<file path="config.mk">
export PLATFORM = sky130hd
export DESIGN_NAME = ocsp_message_classifier_core
export DESIGN_NICKNAME = d
export VERILOG_FILES = /design/src/rtl/core/ocspmc_pkg.sv /design/src/rtl/core/ocspmc_parser.sv /design/src/rtl/core/ocsp_message_classifier_core.sv
export VERILOG_INCLUDE_DIRS = /design/src /design/src/rtl/core
export SDC_FILE = /design/constraint.sdc
export NUM_CORES = 1
export LEC_CHECK = 0
export ABC_AREA = 1
export BUFFER_PORTS_ARGS = -buffer_cell sky130_fd_sc_hd__buf_2
export CAP_MARGIN = 30
export CELL_PAD_IN_SITES_DETAIL_PLACEMENT = 1
export CELL_PAD_IN_SITES_GLOBAL_PLACEMENT = 1
export CORE_ASPECT_RATIO = 0.8
export CORE_UTILIZATION = 47
export CTS_CLUSTER_DIAMETER = 200
export DETAILED_ROUTE_END_ITERATION = 16
export PLACE_DENSITY_LB_ADDON = 0.15
export SLEW_MARGIN = 20
export SYNTH_ARGS = -nofsm -noshare
export SYNTH_HDL_FRONTEND = slang
export SYNTH_SLANG_ARGS = --single-unit
</file>
<file path="constraint.sdc">
create_clock -name clk -period 7.5 [get_ports clk]
set_clock_uncertainty 0.1 [all_clocks]
set_input_delay 0.375 -clock clk [delete_from_list [all_inputs] [get_ports clk]]
set_output_delay 0.375 -clock clk [all_outputs]
set_load 0.05 [all_outputs]
</file>
<file path="src/rtl/core/ocsp_message_classifier_core_macros.svh">
// Assertion macros shared by the OCSP message classifier RTL.
// Depends on nothing; included by the modules that carry assertions.
`ifndef OCSP_MESSAGE_CLASSIFIER_CORE_MACROS_SVH
`define OCSP_MESSAGE_CLASSIFIER_CORE_MACROS_SVH

// Same-cycle implication, disabled while reset is asserted.
`define OCSPMC_ASSERT_NOW(lbl, clk_i, rstn_i, ante, cons) \
	lbl: assert property (@(posedge clk_i) disable iff (!rstn_i) (ante) |-> (cons)) \
		else $error("ocspmc assertion failed");

// Next-cycle implication, disabled while reset is asserted.
`define OCSPMC_ASSERT_NEXT(lbl, clk_i, rstn_i, ante, cons) \
	lbl: assert property (@(posedge clk_i) disable iff (!rstn_i) (ante) |=> (cons)) \
		else $error("ocspmc assertion failed");

`endif

</file>
<file path="src/rtl/core/ocspmc_pkg.sv">
// Types and constants of the OCSP message classifier.
// Used by ocspmc_parser and ocsp_message_classifier_core; depends on nothing.
package ocspmc_pkg;

	// DER tags and certStatus pattern bytes.
	localparam logic [7:0] TAG_SEQUENCE   = 8'h30;
	localparam logic [7:0] TAG_ENUMERATED = 8'h0A;
	localparam logic [7:0] LEN_LONG       = 8'h80;
	localparam logic [6:0] LEN_MASK       = 7'h7F;
	localparam logic [7:0] CS_GOOD_TAG    = 8'h80;
	localparam logic [7:0] CS_REVOKED_TAG = 8'hA1;
	localparam logic [7:0] CS_UNKNOWN_TAG = 8'h82;
	localparam logic [7:0] CS_PAD         = 8'h00;

	// Header length of a short-form element and the longest exact long form.
	localparam logic [7:0] HDR_LEN_SHORT  = 8'd2;
	localparam int         MAX_LEN_BYTES  = 4;

	typedef enum logic [1:0] {
		PARSE_OK        = 2'd0,
		PARSE_TRUNCATED = 2'd1,
		PARSE_BAD_TAG   = 2'd2
	} parse_status_t;

	typedef enum logic [1:0] {
		CERT_GOOD    = 2'd0,
		CERT_REVOKED = 2'd1,
		CERT_UNKNOWN = 2'd2
	} cert_status_t;

	// One byte leaving the input register into the parser.
	typedef struct packed {
		logic       valid;
		logic [7:0] data_byte;
		logic       last_byte;
	} step_t;

	// Result of one message.
	typedef struct packed {
		parse_status_t parse_status;
		logic          is_request;
		logic [7:0]    response_status;
		logic          cert_found;
		cert_status_t  cert_status;
		logic [31:0]   consumed_length;
	} result_t;

endpackage

</file>
<file path="src/rtl/core/ocspmc_parser.sv">
// Per-byte DER header decoder, message classifier and certStatus scanner.
// Holds the message state; depends on ocspmc_pkg.
module ocspmc_parser #(
	parameter int COUNT_BITS = 32
) (
	input  logic                 clk,
	input  logic                 arst_n,
	input  ocspmc_pkg::step_t    step,
	output ocspmc_pkg::result_t  result
);
	import ocspmc_pkg::*;

	// Compare width holds the byte count plus one and header plus content length.
	localparam int CMP_W = (COUNT_BITS > 33) ? COUNT_BITS + 1 : 34;

	logic [COUNT_BITS-1:0] pos_q, pos_d;
	logic [7:0]            hl_q, hl_d;
	logic [31:0]           cl_q, cl_d;
	logic                  sat_q, sat_d;
	logic                  tag_bad_q, tag_bad_d;
	logic                  resp_q, resp_d;
	logic                  inner_q, inner_d;
	logic [7:0]            prev_q, prev_d;
	logic [7:0]            status_q, status_d;
	logic                  hit_q, hit_d;
	cert_status_t          code_q, code_d;

	logic [7:0]      b;
	logic [CMP_W-1:0] p_w, hl_w, span_w, n_w, total_w, cons_w;

	// Next state for the byte in flight.
	always_comb begin
		b        = step.data_byte;
		p_w      = CMP_W'(pos_q);
		hl_w     = CMP_W'(hl_q);
		span_w   = CMP_W'(hl_q) + CMP_W'(cl_q);
		pos_d    = pos_q;
		hl_d     = hl_q;
		cl_d     = cl_q;
		sat_d    = sat_q;
		tag_bad_d = tag_bad_q;
		resp_d   = resp_q;
		inner_d  = inner_q;
		status_d = status_q;
		hit_d    = hit_q;
		code_d   = code_q;
		if (pos_q == '0) begin
			tag_bad_d = (b != TAG_SEQUENCE);
		end else if (pos_q == COUNT_BITS'(1)) begin
			if (b < LEN_LONG) begin
				cl_d = 32'(b);
				hl_d = HDR_LEN_SHORT;
			end else begin
				cl_d = '0;
				hl_d = HDR_LEN_SHORT + 8'(b[6:0] & LEN_MASK);
			end
		end else if (p_w < hl_w) begin
			// Long-form length bytes; beyond four the length saturates.
			if (p_w >= CMP_W'(2 + MAX_LEN_BYTES)) begin
				sat_d = 1'b1;
				cl_d  = '1;
			end else if (!sat_q) begin
				cl_d = {cl_q[23:0], b};
			end
		end else begin
			// Content: kind, responseStatus and the certStatus scan.
			if (p_w == hl_w) begin
				inner_d = 1'b1;
				resp_d  = (b == TAG_ENUMERATED);
			end
			if (p_w == hl_w + CMP_W'(2))
				status_d = b;
			if (resp_q && !hit_q && p_w >= hl_w + CMP_W'(1) && p_w < span_w) begin
				if (prev_q == CS_GOOD_TAG && b == CS_PAD) begin
					hit_d  = 1'b1;
					code_d = CERT_GOOD;
				end else if (prev_q == CS_REVOKED_TAG) begin
					hit_d  = 1'b1;
					code_d = CERT_REVOKED;
				end else if (prev_q == CS_UNKNOWN_TAG && b == CS_PAD) begin
					hit_d  = 1'b1;
					code_d = CERT_UNKNOWN;
				end
			end
		end
		prev_d = b;
		if (pos_q != '1)
			pos_d = pos_q + COUNT_BITS'(1);
	end

	// Result as seen after the last byte has been taken into the state.
	always_comb begin
		if (COUNT_BITS >= 64 && pos_q == '1)
			n_w = p_w;
		else
			n_w = p_w + CMP_W'(1);
		total_w = CMP_W'(hl_d) + CMP_W'(cl_d);
		cons_w  = (total_w < n_w) ? total_w : n_w;
		result  = '0;
		if (n_w < CMP_W'(3)) begin
			result.parse_status = PARSE_TRUNCATED;
		end else if (tag_bad_d) begin
			result.parse_status = PARSE_BAD_TAG;
		end else if (n_w < CMP_W'(hl_d)) begin
			result.parse_status = PARSE_TRUNCATED;
		end else begin
			result.parse_status = PARSE_OK;
			result.is_request   = inner_d && !resp_d;
			if (resp_d) begin
				if (CMP_W'(hl_d) + CMP_W'(2) < n_w)
					result.response_status = status_d;
				result.cert_found  = hit_d;
				result.cert_status = hit_d ? code_d : CERT_GOOD;
			end
			if (cons_w > CMP_W'(32'hFFFF_FFFF))
				result.consumed_length = '1;
			else
				result.consumed_length = cons_w[31:0];
		end
	end

	// Message state; a last byte puts it back to the start of a message.
	always_ff @(posedge clk or negedge arst_n) begin
		if (!arst_n) begin
			pos_q     <= '0;
			hl_q      <= HDR_LEN_SHORT;
			cl_q      <= '0;
			sat_q     <= 1'b0;
			tag_bad_q <= 1'b0;
			resp_q    <= 1'b0;
			inner_q   <= 1'b0;
			prev_q    <= '0;
			status_q  <= '0;
			hit_q     <= 1'b0;
			code_q    <= CERT_GOOD;
		end else if (step.valid) begin
			if (step.last_byte) begin
				pos_q     <= '0;
				hl_q      <= HDR_LEN_SHORT;
				cl_q      <= '0;
				sat_q     <= 1'b0;
				tag_bad_q <= 1'b0;
				resp_q    <= 1'b0;
				inner_q   <= 1'b0;
				prev_q    <= '0;
				status_q  <= '0;
				hit_q     <= 1'b0;
				code_q    <= CERT_GOOD;
			end else begin
				pos_q     <= pos_d;
				hl_q      <= hl_d;
				cl_q      <= cl_d;
				sat_q     <= sat_d;
				tag_bad_q <= tag_bad_d;
				resp_q    <= resp_d;
				inner_q   <= inner_d;
				prev_q    <= prev_d;
				status_q  <= status_d;
				hit_q     <= hit_d;
				code_q    <= code_d;
			end
		end
	end

endmodule

</file>
<file path="src/rtl/core/ocsp_message_classifier_core.sv">
// OCSP message classifier: takes one byte per cycle unless stalled, one result per
// message on its last byte. An input register feeds the parser, whose result is
// held in an output register. The block accepts one word each cycle that ready
// is high; a word waits in the input register before the parser, and the result of a
// message is offered on the cycle after its last byte leaves the input
// register. Input ready drops only while a last byte waits in the input
// register for the output register, which frees when the downstream side takes
// the previous result. Depends on ocspmc_pkg, ocspmc_parser and the macro header.
`include "ocsp_message_classifier_core_macros.svh"

module ocsp_message_classifier_core #(
	parameter int COUNT_BITS = 32
) (
	input  logic        clk,
	input  logic        arst_n,
	input  logic        s_axis_tvalid,
	output logic        s_axis_tready,
	input  logic [7:0]  s_axis_tdata,   // [7:0] data_byte
	input  logic        s_axis_tlast,   // last_byte
	output logic        m_axis_tvalid,
	input  logic        m_axis_tready,
	output logic [47:0] m_axis_tdata    // [1:0] parse_status, [2] is_request,
	                                    // [10:3] response_status, [11] cert_found,
	                                    // [13:12] cert_status, [45:14] consumed_length,
	                                    // [47:46] zero
);
	import ocspmc_pkg::*;

	logic       valid_s1;
	logic [7:0] data_s1;
	logic       last_s1;
	logic       out_valid_q;
	result_t    result_q;
	result_t    result;
	step_t      step;
	logic       out_free;
	logic       s1_adv;

	// A word leaves the input register unless it is a last byte and the
	// output register is still occupied.
	assign out_free      = !out_valid_q || m_axis_tready;
	assign s1_adv        = valid_s1 && (!last_s1 || out_free);
	assign s_axis_tready = !valid_s1 || s1_adv;

	assign step.valid     = s1_adv;
	assign step.data_byte = data_s1;
	assign step.last_byte = last_s1;

	// Input register.
	always_ff @(posedge clk or negedge arst_n) begin
		if (!arst_n) begin
			valid_s1 <= 1'b0;
		end else if (s_axis_tready) begin
			valid_s1 <= s_axis_tvalid;
		end
	end

	always_ff @(posedge clk) begin
		if (s_axis_tready && s_axis_tvalid) begin
			data_s1 <= s_axis_tdata;
			last_s1 <= s_axis_tlast;
		end
	end

	ocspmc_parser #(
		.COUNT_BITS(COUNT_BITS)
	) u_parser (
		.clk   (clk),
		.arst_n(arst_n),
		.step  (step),
		.result(result)
	);

	// Output register.
	always_ff @(posedge clk or negedge arst_n) begin
		if (!arst_n) begin
			out_valid_q <= 1'b0;
		end else if (s1_adv && last_s1) begin
			out_valid_q <= 1'b1;
		end else if (m_axis_tready) begin
			out_valid_q <= 1'b0;
		end
	end

	always_ff @(posedge clk) begin
		if (s1_adv && last_s1)
			result_q <= result;
	end

	assign m_axis_tvalid = out_valid_q;
	assign m_axis_tdata  = {2'b00, result_q.consumed_length, result_q.cert_status,
		result_q.cert_found, result_q.response_status, result_q.is_request,
		result_q.parse_status};

	// A last byte blocked by a full output register stays in place.
	`OCSPMC_ASSERT_NEXT(a_last_held, clk, arst_n, valid_s1 && last_s1 && out_valid_q && !m_axis_tready, valid_s1 && last_s1 && $stable(data_s1))
	// An empty input register always takes a word.
	`OCSPMC_ASSERT_NOW(a_ready_when_empty, clk, arst_n, !valid_s1, s_axis_tready)
	// A last byte leaving the input register makes the output register valid.
	`OCSPMC_ASSERT_NEXT(a_load_shows, clk, arst_n, s1_adv && last_s1, out_valid_q)
	// An error result carries nothing but its status.
	`OCSPMC_ASSERT_NOW(a_error_clean, clk, arst_n, out_valid_q && m_axis_tdata[1:0] != 2'd0, m_axis_tdata[45:2] == 44'd0)

endmodule
</file>
* Word-level counts from Yosys, hierarchy flattened
Cells that the tools add are included.
** Cells by class
- $add $sub $neg :: 8
- $lt $le $gt $ge :: 10
- Reductions and logical operators :: 29
- Eq/ne operators :: 11
- Bitwise logic cells :: 3
- Muxes and demuxes :: 58
** Operators by type and width (number)
- two-way mux 32 bit :: 9
- two-way mux 8 bit :: 11
- < comparator 34 bit :: 2
- adder 8 x 32 -> 33 bit :: 2
- equality test 32 x 34 -> 1 bit :: 1
- >= comparator 32 x 34 -> 1 bit :: 1
- greater-than comparator 34 x 32 -> 1 bit (second input constant) :: 1
- < comparator 32 x 34 -> 1 bit :: 1
- < comparator 34 x 2 -> 1 bit (second input constant) :: 1
- < comparator 34 x 8 -> 1 bit :: 1
- two-way mux 34 bit :: 1
- adder 32 x 1 -> 33 bit (second input constant) :: 1
- adder 32 x 1 -> 32 bit (second input constant) :: 1
- equality test 32 x 1 -> 1 bit (second input constant) :: 1
- equality test 32 x 8 -> 1 bit :: 1
- >= comparator 32 x 3 -> 1 bit (second input constant) :: 1
- logical NOT 32 bit :: 1
- < comparator 32 x 8 -> 1 bit :: 1
- inequality test 32 bit (second input constant) :: 1
- two-way mux 1 bit :: 28
- equality test 8 bit (second input constant) :: 3
- adder 8 x 2 -> 9 bit (second input constant) :: 2
- two-way mux 2 bit :: 9
- OR reduction 5 bit :: 2
- 16 further kinds :: 36
** Word-level totals
- Word-level logic and storage cells :: 140
- Output and inout bits :: 50
- Input bits :: 13
- Register bits :: 152

* Logic depth before layout (Yosys ltp)
- Depth in word-level cells :: 11
- Gate-level depth with buffers :: 45
- Depth with buffers taken out :: 41

* Hierarchy
Synthesis repeated with hierarchy kept, for this count alone.
** Second synthesis, totals
- Cells, all modules :: 1930
- Area total of the unflattened synthesis :: 13800.7 um^2
** By module, submodules not included
- ocspmc_parser :: sequential area each 2378.5 um^2, times used 1, cells each 1857, area an instance 12020.3 um^2
- ocsp_message_classifier_core :: sequential area each 1701.6 um^2, times used 1, cells each 73, area an instance 1780.5 um^2

* Worst setup path before layout
No wires, ideal clock.
- Kind :: register to register
- From :: register u_parser.hl_q[1]
- To :: register result_q (netlist bit m_axis_tdata[14]) (data pin)
- Setup time :: 259 ps
- Buffers on the path :: 2
- Arrival time :: 5768 ps
- Period minus slack after synthesis :: 6127 ps
- Stages on the path, launching flop included :: 34
- Required time :: 7141 ps
- Setup slack :: 1373 ps
- Path through :: dfstp_2 inv_1 ha_1 nand2_1 nand2_1 nand2_1 nand2_1 nand2_1 nand3_2 buf_2 nor2_1 nor2_1 o221ai_1 ha_1 inv_1 fa_1 nor2_1 a211oi_1 o21ai_0 nand3_1 nor2_4 nand3_4 nor3_2 nand3_1 and2_1 ha_1 nand4_1 nor4b_1 o2111ai_1 nand3_1 clkbuf_1 nand2_1 o21ai_0 a21oi_2
** Between the ends
- Word-level cells in the longest chain between the ends :: 9
- Elaborated cells between the ends (all ways) :: 13
- Those cells by class :: add/sub (1); order compare (4); mux (7); reduce/logical (1)
** Ends and longest elaborated chain
- start: declaration :: RTL line ocspmc_parser.sv:17 : logic [7:0] hl_q, hl_d;
- start signal: assignment :: RTL line ocspmc_parser.sv:151 : hl_q <= hl_d;
- < comparator 32 x 8 -> 1 bit :: RTL line ocspmc_parser.sv:57 : end else if (p_w < hl_w) begin
- two-way mux 32 bit :: RTL line ocspmc_parser.sv:57
- two-way mux 32 bit :: RTL line ocspmc_parser.sv:49 : end else if (pos_q == COUNT_BITS'(1)) begin
- two-way mux 32 bit :: RTL line ocspmc_parser.sv:47 : if (pos_q == '0) begin
- adder 8 x 32 -> 33 bit :: RTL line ocspmc_parser.sv:97 : total_w = CMP_W'(hl_d) + CMP_W'(cl_d);
- < comparator 34 bit :: RTL line ocspmc_parser.sv:98 : cons_w = (total_w < n_w) ? total_w : n_w;
- two-way mux 34 bit :: RTL line ocspmc_parser.sv:98
- greater-than comparator 34 x 32 -> 1 bit :: RTL line ocspmc_parser.sv:115 : if (cons_w > CMP_W'(32'hFFFF_FFFF))
- two-way mux 32 bit :: RTL line ocspmc_parser.sv:115
- end signal: assignment :: RTL line ocsp_message_classifier_core.sv:87 : result_q <= result;
- end: declaration :: RTL line ocsp_message_classifier_core.sv:33 : result_t result_q;
Parallel ways exist; a longest one is shown, timed or not.
A chain may end at the register's enable or synchronous reset.

* Final worst setup path
- From :: register u_parser.pos_q[0]
- To :: register result_q (netlist bit m_axis_tdata[36]) (data pin)
** Between the ends
- Word-level cells in the longest chain between the ends :: 10
- Elaborated cells between the ends (all ways) :: 20
- Those cells by class :: add/sub (2); order compare (6); eq/ne (1); mux (9); reduce/logical (2)
** Ends and longest elaborated chain
- start: declaration :: RTL line ocspmc_parser.sv:16 : logic [COUNT_BITS-1:0] pos_q, pos_d;
- start signal: assignment :: RTL line ocspmc_parser.sv:150 : pos_q <= pos_d;
- >= comparator 32 x 3 -> 1 bit :: RTL line ocspmc_parser.sv:59 : if (p_w >= CMP_W'(2 + MAX_LEN_BYTES)) begin
- two-way mux 32 bit :: RTL line ocspmc_parser.sv:59
- two-way mux 32 bit :: RTL line ocspmc_parser.sv:57
- two-way mux 32 bit :: RTL line ocspmc_parser.sv:49
- two-way mux 32 bit :: RTL line ocspmc_parser.sv:47
- adder 8 x 32 -> 33 bit :: RTL line ocspmc_parser.sv:97
- < comparator 34 bit :: RTL line ocspmc_parser.sv:98
- two-way mux 34 bit :: RTL line ocspmc_parser.sv:98
- greater-than comparator 34 x 32 -> 1 bit :: RTL line ocspmc_parser.sv:115
- two-way mux 32 bit :: RTL line ocspmc_parser.sv:115
Parallel ways exist; a longest one is shown, timed or not.

==> summary.txt <==
Outcome
  • Outcome: completed

Timing
  • Slew margin rel.: 39.8%
  • Final setup violation count: 0
  • Shortest period the worst path allows: between 7 and 8 ns
  • Max-slew violation total from the final report: 0
  • Setup repair after global routing missed its margin: no
  • Fmax: 138 MHz
  • Final hold violations: 0
  • Total Neg Setup Slack: 0 ns
  • Final clock period utilization by the worst path: between 90% and 100%
  • Worst Tran Pin Value: 0.904 ns
  • Final hold slack: 0.00395 ns

Finish
  • Non-filler instance count after layout: 2317
  • Area growth from synthesis to final layout: 11.6%
  • Area of the multi-input gates: 8690 sq um
  • Post-route standard cell area excluding fillers: 15400 sq um
  • Filler instances: 3676
  • Register area: 4080 sq um
  • Number of nets in the layout: between 2000 and 2500
  • Layout cells sized above 1: between 10% and 20%

Placement
  • Final HPWL DP: 42.2 mm
  • DP Cell Count: 2275
  • Area after DPL: 14600 sq um
  • GP Congestion: slightly above 1
  • Buffers added on ports: 60

Yosys
  • Post-Syn Area per Cell: 7.44 sq um
  • Proportion of register bits with asynchronous set or reset after synthesis: 63.8%
  • Share of the synthesized area in the top cell type: 17.4%
  • Prevailing post-synth register cell: dfrtp_1
  • Main combinational cell family by area after synthesis: simple AND/OR/NAND/NOR gates
  • Commonest cells in the synthesized netlist: nand2_1 (424), inv_1 (207), nor2_1 (169)
  • Top cell type by total area after synthesis: dfrtp_1
  • Post-synth cell types: 67
  • Number of register bits inferred by synthesis: 152
  • Synth warn: 0
  • Mux cell area share after synthesis: 0.0725%
  • Share of synthesized area occupied by flip-flops and latches: 29.5%
  • Simple-gate share of the synthesized area: 31.6%
  • Fraction of the mapped netlist area in adder cells: 11.2%
  • Number of synthesized flops with an enable pin: 55
  • Parity-gate share of the synthesized area counting xor and xnor cells: 5.62%
  • Post-Syn Area: roughly 14000 sq um
  • Most common cell in the synthesized netlist: nand2_1
  • Compound-cell area share of the yosys netlist: ~14%
  • Largest cells by area after synthesis: dfrtp_1 (17%), edfxtp_1 (12%), nand2_1 (12%)
  • Cell count after synthesis: 1857

Die
  • Core region area: between 20000 and 30000 sq um
  • Die Area: 30100 sq um
  • Effective utilization at floorplan: 48.4%
  • Number of rows created at floorplan: 55
  • Die Y-Extent: about 160 microns
  • Floorplan die width: 194 microns
  • Top-level I/O count: 63

Global routing
  • Total congestion overflow after global routing: 0
  • Largest net degree at the start of global routing: 62
  • Vias in the first global route: 13800
  • Initial antenna violation count: 0
  • Tot GR Track Use: 36.2%
  • Global-route wire length before repair: 82.6 mm

Worst setup path
  • Sort of element at the end of the critical path: flip-flop
  • Crit. Startpoint: u_parser.pos_q[0]
  • CP max FO: 25
  • Most numerous cell on the critical path: inv_1
  • Setup Crit Path Kind: reg -> reg
  • Maximum cell stage delay along the critical path: about 0.57 ns
  • Endpoint of the worst register-to-register path: m_axis_tdata[36]
  • Origin of the critical flop-to-flop path: u_parser.pos_q[0]
  • Register-to-register setup slack: ~0.28 ns
  • Arrival time at the worst endpoint: about 7.3 ns
  • End point of the critical path: m_axis_tdata[36]
  • Required arrival time at the worst endpoint: 7.62 ns
  • Cell at the slowest stage of the critical path: dfrtp_1
  • Logic depth of the worst register-to-register path: 33
  • Critical path startpoint category: flip-flop

CTS
  • Maximum number of buffers from clock root to sink: 2
  • Clock latency reported for the late side of the worst-skew pair: 0.45 ns
  • CTS clock-pin slew for the worst setup and hold paths: 0.08 ns
  • Cts bufs inserted: 17
  • Root Buffer: clkbuf_16
  • TritonCTS clock tree: done
  • Clock sink total: 152
  • # H-tree levels: 4

Detailed routing
  • First-pass iteration count of the detailed router: 5
  • DRC viols: 0
  • Total vias in the final route: 14000
  • Violation count after the first detailed-routing iteration: 1161
  • Vias per cell: 6.06
  • Total Routed Length: between 50 and 60 mm
  • Post-DRT Antenna Nets: 0
  • Drt wl/cell: 23.1 microns

Min path
  • Path category of the worst min-delay check: in -> reg

Pwr
  • Peak supply drop: around 0.19 mV
  • LEAKAGE: just over 7 nW
  • Power per unit of standard cell area: 315 nW/um^2

Job
  • Count of maximum capacitance violations: 0
sequential cells by signal, summed over array words and instances (netlist names), 2 cells and up:
| signal | flops |
|---|---|
| u_parser.cl_q | 32 |
| u_parser.prev_q | 8 |
| u_parser.status_q | 8 |
| u_parser.code_q | 2 |
| u_parser.pos_q | 32 |
| m_axis_tdata | 46 |
| u_parser.hl_q | 8 |
| data_s1 | 8 |
critical path: cells and delay by family (launching register included):
kind | cells | cell delay, ns
flip-flops | 1 | 0.57
adder cells (fa/ha/maj) | 3 | 0.99
AND/OR/NAND/NOR | 13 | 2.24
buffers and inverters | 6 | 0.75
XOR/XNOR | 1 | 0.46
AO/OA/AOI/OAI | 10 | 1.83
kinds of logic after synthesis:
| family | after synthesis |
|---|---|
| XOR/XNOR | 83 |
| AND/OR/NAND/NOR | 910 |
| adder cells (fa/ha/maj) | 122 |
| other | 1 |
| buffers and inverters | 273 |
| AO/OA/AOI/OAI | 315 |
| multiplexers | 1 |
| flip-flops | 152 |
metrics by stage:
step | utilization (%) | worst slack (ns) | total power, mW
final | 54.0 | 0.277 | 4.86
after global routing | 54.0 | 0.00159 | 5.18
after CTS | 53.5 | 0.0336 | 4.74
after detailed placement | 51.2 | 0.0244 | 3.79
after global placement | 51.0 | 0.303 | 3.67
after floorplan | - | 1.37 | 2.96
cell type report:
class	count	area share (%)
repair buffers	108	4.72
flip-flops and latches	152	26.5
inverters	221	5.49
clock inverters	15	1.18
clock buffers	17	2.76
diodes	1	0.0162
multi-input cells	1433	56.4
well taps	370	3.00
what timing repair did:
action	in CTS	in global routing
pin swaps	0	1
resized for setup	1	22
hold endpoints to repair	41	2
endpoints found under the setup margin	1	32
hold buffers	6	2
buffers inserted	0	1
layout by cell type, fill, tap and decap left out, types with 9 or more instances in the layout:
cell type / count
o22ai_1: 67
buf_2: 59
o21ai_1: 15
nand2_1: 424
a21oi_1: 62
nor3_1: 57
nand3_1: 101
nor2_4: 15
buf_4: 36
nand4_1: 35
nand3_2: 12
nor2_1: 167
dfrtp_1: 96
nor2_2: 19
edfxtp_1: 55
inv_2: 9
clkbuf_16: 17
inv_1: 206
o21ai_0: 93
nand2_2: 22
xor2_1: 61
xnor2_1: 12
a21oi_2: 24
ha_1: 120
power breakdown:
part	internal, mW	total [mW]	switching (mW)
registers	0.947	1.08	0.129
logic	0.864	2.85	1.98
clock network	0.480	0.938	0.457
metal layers:
| layer | track usage [%] | routed length, microns | part of all wire, % |
|---|---|---|---|
| met2 | 53.6 | 22500 | 42 |
| met3 | 9.69 | 4830 | 9.0 |
| met1 | 51.5 | 24900 | 47 |
| met4 | 9.71 | 1170 | 2.2 |
| met5 | 0 | 0 | 0 |
worst min-delay path by stage:
stage	startpoint	endpoint	slack (ns)	depth (start not counted)
2_1_floorplan	arst_n	m_axis_tvalid	-0.02	0
3_3_place_gp	arst_n	u_parser.status_q[5]	0.30	1
3_5_place_dp	arst_n	u_parser.status_q[5]	0.30	1
4_1_cts	s_axis_tdata[3]	data_s1[3]	0.003	1
5_1_grt	s_axis_tdata[4]	data_s1[4]	0.003	1
6_report	s_axis_tdata[0]	data_s1[0]	0.004	1
No activity file was read; power rests on OpenSTA's default activity.
